===== config.mk =====
export PLATFORM = sky130hd
export DESIGN_NAME = mgw_rem_unit
export DESIGN_NICKNAME = d
export VERILOG_FILES = /design/src/hw/rtl/mgw_pkg.sv /design/src/hw/rtl/mgw_rem_unit.sv
export SDC_FILE = /design/constraint.sdc
export NUM_CORES = 1
export LEC_CHECK = 0
export ABC_AREA = 1
export BUFFER_PORTS_ARGS = -buffer_cell sky130_fd_sc_hd__buf_4
export CORE_AREA = 3 3 74 76
export CTS_BUF_LIST = sky130_fd_sc_hd__clkbuf_4 sky130_fd_sc_hd__clkbuf_8 sky130_fd_sc_hd__clkbuf_16
export CTS_CLUSTER_DIAMETER = 40
export DETAILED_ROUTE_END_ITERATION = 6
export DIE_AREA = 0 0 77 79
export PLACE_DENSITY = 0.74
export SETUP_SLACK_MARGIN = 0.5
export SLEW_MARGIN = 20
export SYNTH_ARGS = -nofsm -noshare
export SYNTH_HDL_FRONTEND = slang
export SYNTH_SLANG_ARGS = --single-unit

===== constraint.sdc =====
create_clock -name clk -period 2.6 [get_ports clk]
set_input_delay 0.26 -clock clk [delete_from_list [all_inputs] [get_ports clk]]
set_output_delay 0.26 -clock clk [all_outputs]
set_load 0.02 [all_outputs]

===== src/hw/rtl/mgw_pkg.sv =====
package mgw_pkg;

	localparam int MAX_WIDTH  = 1024;
	localparam int MAX_HEIGHT = 1024;
	localparam int MAX_ANTS   = 16;
	localparam int STEP_LIMIT = 64;

	localparam int MAX_DIM  = (MAX_WIDTH > MAX_HEIGHT) ? MAX_WIDTH : MAX_HEIGHT;
	localparam int COORD_W  = $clog2(MAX_DIM);
	localparam int LIM_W    = COORD_W + 1;
	localparam int ANT_W    = (MAX_ANTS > 1) ? $clog2(MAX_ANTS) : 1;

	localparam int GRID_BITS = MAX_WIDTH * MAX_HEIGHT;
	localparam int BADDR_W   = $clog2(GRID_BITS);
	localparam int WORD_W    = 64;
	localparam int OFF_W     = $clog2(WORD_W);
	localparam int WORDS     = (GRID_BITS + WORD_W - 1) / WORD_W;
	localparam int WADDR_W   = $clog2(WORDS);

	typedef struct packed {
		logic               go;
		logic [BADDR_W-1:0] bit_addr;
	} grid_req_t;

	typedef struct packed {
		logic idle;
		logic done;
		logic was_set;
	} grid_rsp_t;

endpackage


===== src/hw/rtl/mgw_rem_unit.sv =====
module mgw_rem_unit
	import mgw_pkg::*;
(
	input  logic               clk,
	input  logic               arst_n,
	input  logic               start,
	input  logic [COORD_W-1:0] dividend,
	input  logic [LIM_W-1:0]   divisor,
	output logic               done,
	output logic [COORD_W-1:0] rem
);

	localparam int CNT_W = $clog2(COORD_W + 1);

	logic               busy_q;
	logic               done_q;
	logic [CNT_W-1:0]   cnt_q;
	logic [COORD_W-1:0] dvd_q;
	logic [LIM_W-1:0]   dvs_q;
	logic [COORD_W-1:0] rem_q;
	logic [LIM_W-1:0]   trial;
	logic [LIM_W-1:0]   next_rem;

	// shift in one dividend bit, subtract when it fits
	assign trial    = {rem_q, dvd_q[COORD_W-1]};
	assign next_rem = (trial >= dvs_q) ? (trial - dvs_q) : trial;

	always_ff @(posedge clk or negedge arst_n) begin
		if (!arst_n) begin
			busy_q <= 1'b0;
			done_q <= 1'b0;
			cnt_q  <= '0;
		end else begin
			done_q <= 1'b0;
			if (start) begin
				busy_q <= 1'b1;
				cnt_q  <= CNT_W'(COORD_W);
			end else if (busy_q) begin
				cnt_q <= cnt_q - 1'b1;
				if (cnt_q == CNT_W'(1)) begin
					busy_q <= 1'b0;
					done_q <= 1'b1;
				end
			end
		end
	end

	always_ff @(posedge clk) begin
		if (start) begin
			dvd_q <= dividend;
			dvs_q <= divisor;
			rem_q <= '0;
		end else if (busy_q) begin
			dvd_q <= {dvd_q[COORD_W-2:0], 1'b0};
			rem_q <= next_rem[COORD_W-1:0];
		end
	end

	assign done = done_q;
	assign rem  = rem_q;

endmodule


==> reports/metrics.yaml, run 1 <==
run_status:
  status: "completed"
global_route:
  antenna_found_initial: 0
  grt_overflow: 0
  grt_pass1_wl_mm: 7.65
  grt_max_degree: 27
  grt_pass1_vias: 1840
  grt_usage: 0.156
timing:
  fin_crit_ps: 1850
  tightest_slew_ps: 784
  setup_tns_ps: 0
  setup_ws_ps: 747
  hold_viol_final: 0
  slew_headroom: 0.475
  rsz0062_at_grt: "no"
  finalCritPeriodShare: 0.713
  timing.fmax_ghz: 0.540
  maxSlewViolCount: 0
  finalSetupViolCount: 0
  whs_ps: 143
  fin_worst_skew_ps: 9.65
synth:
  yosysMostFrequentCell: "nand2_1"
  synth_flop_cell: "edfxtp_1"
  synth_compound_area_frac: 0.0280
  synthTopCellsByArea: "edfxtp_1, nand2_1, dfxtp_1"
  ys_types: 25
  synth_edf_count: 21
  muxShareOfSynthArea: 0
  syn-cell-area_mm2: 0.00215
  avgSynthCellArea_um2: 7.86
  synth_xor_xnor_area_share: 0.0122
  async_flop_share: 0.162
  synthCells: 273
  synth_commonest_cells: "nand2_1, inv_1, nand3_1, edfxtp_1, ha_1"
  yosysTopAreaCellShare: 0.294
  synth_fa_ha_area_frac: 0.0851
  synth_nets: 311
  ys_seq_area_frac: 0.457
  yosysWarnings: 0
  synth_top_area_cell: "edfxtp_1"
  synthSimpleGateAreaFrac: 0.310
  synth_top_family_by_area: "simple AND/OR/NAND/NOR gates"
  synth-seq-cells: 37
clocking:
  clockRootBuffer: "clkbuf_8"
  cts_max_path_buffers: 2
  clk_pin_slew_ps: 80
  cts.sinks: 37
  clk_latency_ps: 290
  cts_buffers: 5
  cts_tree: "built"
  htreeDepth: 2
power_and_ir_drop:
  p_leak_nw: 1.35
  powerDensity_mw_per_mm2: 780
  peakVddDrop_uv: 325
  report.power.total_mw: 2.01
final_layout:
  areaGrowthSynthToFinish_pct: 20.2
  num_antenna_cells: 0
  fin_util: 0.539
  multi_input_area_um2: 946
  seqCellArea_um2: 981
  design_area_mm2: 0.00258
  layout-drive-gt1-share: 0.173
  stdcell_count: 379
  nNetsFinal: 349
  fillers: 481
floorplanning:
  pin_count: 35
  core_area_mm2: 0.00479
  die_x_um: 77
  die_area_mm2: 0.00608
  die_h_um: 79
  initial_core_util: 0.448
  placementRows: 25
route:
  drc: 0
  vias: 1776
  drt-initial-drc-count: 86
  wl_per_cell_um: 11.5
  antenna_left: 0
  first_pass_iters: 4
  routed_via_density: 4.69
  drt-total-wl_mm: 4.34
placed_design:
  preCtsSetupSlack_ps: 513
  dpl.hpwl_mm: 3.26
  portBuffers: 34
  placed_cell_area_mm2: 0.00245
  placed_cells: 368
  place.gp.congestion: 0.906
run:
  cap_viol_max_count: 0
critical_path:
  critPathLaunchType: "flop"
  crit_type: "flop to flop"
  worstPathArrival_ps: 2030
  cp-end-kind: "flop"
  regToRegSetupSlack_ps: 750
  required_ps: 2780
  slowest_delay_ps: 410
  cp_slowest_cell: "fa_1"
  path_cells: "inv_1 > ha_1 > inv_1 > fa_1 > nand3_1 > nand2_1 > nand3_1 > nand2_1 > nand2_1 > nand3_1 > nand3_1 > nand2_1"
  crit_fanout: 3
worst_hold_path:
  worstHoldPathType: "input port to flop"
[final timing paths]
kind                             to  cells past startpoint  startpoint
setup / recovery             rem[6]                     12    dvd_q[9]
hold / removal             dvs_q[4]                      1  divisor[4]
setup reg to reg             rem[6]                     12    dvd_q[9]
hold reg to reg              rem[9]                      2      rem[9]
max in group asynchronous  cnt_q[3]                      2      arst_n
min in group asynchronous    busy_q                      2      arst_n
[cells in the final DEF, fill, tap and decap left out, types with 2 or more instances in the layout]
cell / count
ha_1: 13
a21oi_1: 6
o21ai_0: 3
buf_4: 37
dfxtp_1: 10
xnor2_1: 3
inv_2: 2
clkbuf_8: 6
dfrtp_1: 6
nor2_1: 9
nand2_1: 93
inv_1: 47
nand2_2: 5
edfxtp_1: 21
nand4_1: 11
nand3_1: 30
[where the power goes]
group | total (mW) | switching [mW] | internal (mW) | leakage (nW)
registers | 0.779 | 0.0686 | 0.710 | 0.368
clock network | 0.426 | 0.200 | 0.226 | 0.0479
logic | 0.807 | 0.479 | 0.328 | 0.936
total | 2.01 | 0.748 | 1.26 | 1.35
[registers in the layout, indices dropped and copies added (netlist names)]
name / cells
busy_q: 1
cnt_q: 4
done: 1
rem: 10
dvs_q: 11
dvd_q: 10
[timing repair]
item,in CTS,in global routing
setup buffers,0,2
endpoints found under the hold margin,6,0
hold buffers,1,0
resized for setup,0,2
setup endpoints to repair,0,10
[cell families (layout without fill, tap and decap cells)]
group                    count (synthesis)  in the layout
AO/OA/AOI/OAI                           11             11
flip-flops                              37             37
buffers and inverters                   56             95
AND/OR/NAND/NOR                        152            152
adder cells (fa/ha/maj)                 14             14
XOR/XNOR                                 3              3
[critical path: cells and delay by family, from the launching register on]
family | cells | cell delay [ps]
fa+ha+maj | 2 | 560
buf+inv | 2 | 180
flops | 1 | 360
simple gates | 8 | 640
[routing by layer]
layer / track usage / wire [um] / vias to the layer above
met5: 0 / 0 / -
met4: 0.0730 / 65 / 0
met3: 0.0363 / 211 / 6
met2: 0.269 / 2080 / 37
met1: 0.184 / 1990 / 786
li1: - / - / 947
[layout make-up]
cell class,instances,area share
sequential,37,0.380
multi-input combinational,180,0.367
timing repair buffer,38,0.112
inverter,49,0.0713
clock buffer,7,0.0349
tap,67,0.0325
clock inverter,1,0.00291
Power figures use the tool's default switching activity.
==> run 2, diff against run 1 <==
clock period = 1.75 ns   (was 2.6 ns; I/O delays follow)
==> reports/metrics.yaml, run 2 (synthesis results as in run 1) <==
power_and_ir_drop:
  p_leak_nw: 1.49
  report.power.total_mw: 3.52
  powerDensity_mw_per_mm2: 1170
  peakVddDrop_uv: 585
clocking:
  cts_buffers: 5
  clockRootBuffer: "clkbuf_8"
  cts_tree: "built"
  htreeDepth: 2
  cts.sinks: 37
  clk_latency_ps: 290
  clk_pin_slew_ps: 80
  cts_max_path_buffers: 2
final_layout:
  final_cell_mix: "nand2_1, buf_4, inv_1"
  fin_util: 0.631
  layout_commonest_cell: "nand2_1"
  num_antenna_cells: 0
  areaGrowthSynthToFinish_pct: 40.8
  top_register: "dvs_q"
  stdcell_count: 397
  layout-drive-gt1-share: 0.376
  largest_reg_flops: 11
  nNetsFinal: 367
  design_area_mm2: 0.00302
placed_design:
  placed_cell_area_mm2: 0.00266
  preCtsSetupSlack_ps: 32.3
  portBuffers: 34
  place.gp.congestion: 0.904
  placed_cells: 373
  dpl.hpwl_mm: 3.47
route:
  wl_per_cell_um: 12.8
  drt-total-wl_mm: 5.08
  vias: 1984
  antenna_left: 0
  top_layer: "met4"
  met1_length_mm: 2.08
  drc: 0
  first_pass_iters: 4
  wl_met3_um: 292
  drt-initial-drc-count: 175
  met2_length_mm: 2.61
  routed_via_density: 5.00
critical_path:
  critPathLaunchType: "flop"
  crit_fanout: 3
  worstPathArrival_ps: 1850
  crit_type: "flop to flop"
  required_ps: 1940
  cp-end-kind: "flop"
timing:
  tightest_slew_ps: 327
  setup_ws_ps: 82.1
  slew_headroom: 0.782
  finalCritPeriodShare: 0.953
  whs_ps: 56.2
  hold_viol_final: 0
  fin_crit_ps: 1670
  setup_tns_ps: 0
  fin_worst_skew_ps: 5.81
  rsz0062_at_grt: "yes"
  finalSetupViolCount: 0
  maxSlewViolCount: 0
  timing.fmax_ghz: 0.600
global_route:
  grt_pass1_vias: 1866
  grt_max_degree: 27
  grt_overflow: 0
  antenna_found_initial: 0
  grt_usage: 0.165
  grt_pass1_wl_mm: 8.16
worst_hold_path:
  worstHoldPathType: "input port to flop"
floorplanning:
  die_h_um: 79
  placementRows: 25
  core_area_mm2: 0.00479
  initial_core_util: 0.448
  pin_count: 35
  die_x_um: 77
  die_area_mm2: 0.00608
run_status:
  status: "completed"
run:
  cap_viol_max_count: 0
==> run 2: final timing paths <==
check	slack [ps]	startpoint	depth (start not counted)	to
setup / recovery	80	dvd_q[9]	12	rem[8]
hold / removal	60	divisor[5]	1	dvs_q[5]
setup reg to reg	80	dvd_q[9]	12	rem[8]
hold reg to reg	480	rem[9]	2	rem[9]
max in group asynchronous	1420	arst_n	2	cnt_q[0]
min in group asynchronous	210	arst_n	2	cnt_q[1]
==> run 2: final cells by class <==
type | instances | area (um2)
sequential | 37 | 1010
fill | 411 | 1770
clock inverter | 3 | 17.5
tap | 67 | 83.8
multi-input combinational | 182 | 1240
inverter | 49 | 186
clock buffer | 5 | 68.8
timing repair buffer | 54 | 415
==> run 2: worst max-delay path, cell delays in order, from the launching register on <==
cell and delay (ps):
edfxtp_1 390, inv_2 90, ha_4 140, inv_4 30
fa_2 350, nand3_2 90, nand2_4 80, nand2_4 90
nand2_2 50, nand2_2 60, nand3_2 80, nand3_2 60
nand2_1 40
==> run 2: layer usage <==
metal	up-vias	track usage
met1	912	0.200
met5	-	0
met3	16	0.0408
li1	992	-
met2	64	0.283
met4	0	0.0623
==> run 2: where the power goes <==
part / leakage [nW] / internal (mW) / switching (mW)
clock network: 0.0439 / 0.275 / 0.314
logic: 1.07 / 0.771 / 0.934
registers: 0.375 / 1.09 / 0.139
==> run 2: what timing repair did <==
item,CTS,global route
resized for setup,11,29
hold buffers,1,0
buffers inserted,5,7
endpoints found under the setup margin,10,21
pin swaps,10,14
gates cloned,2,1
endpoints found under the hold margin,6,0
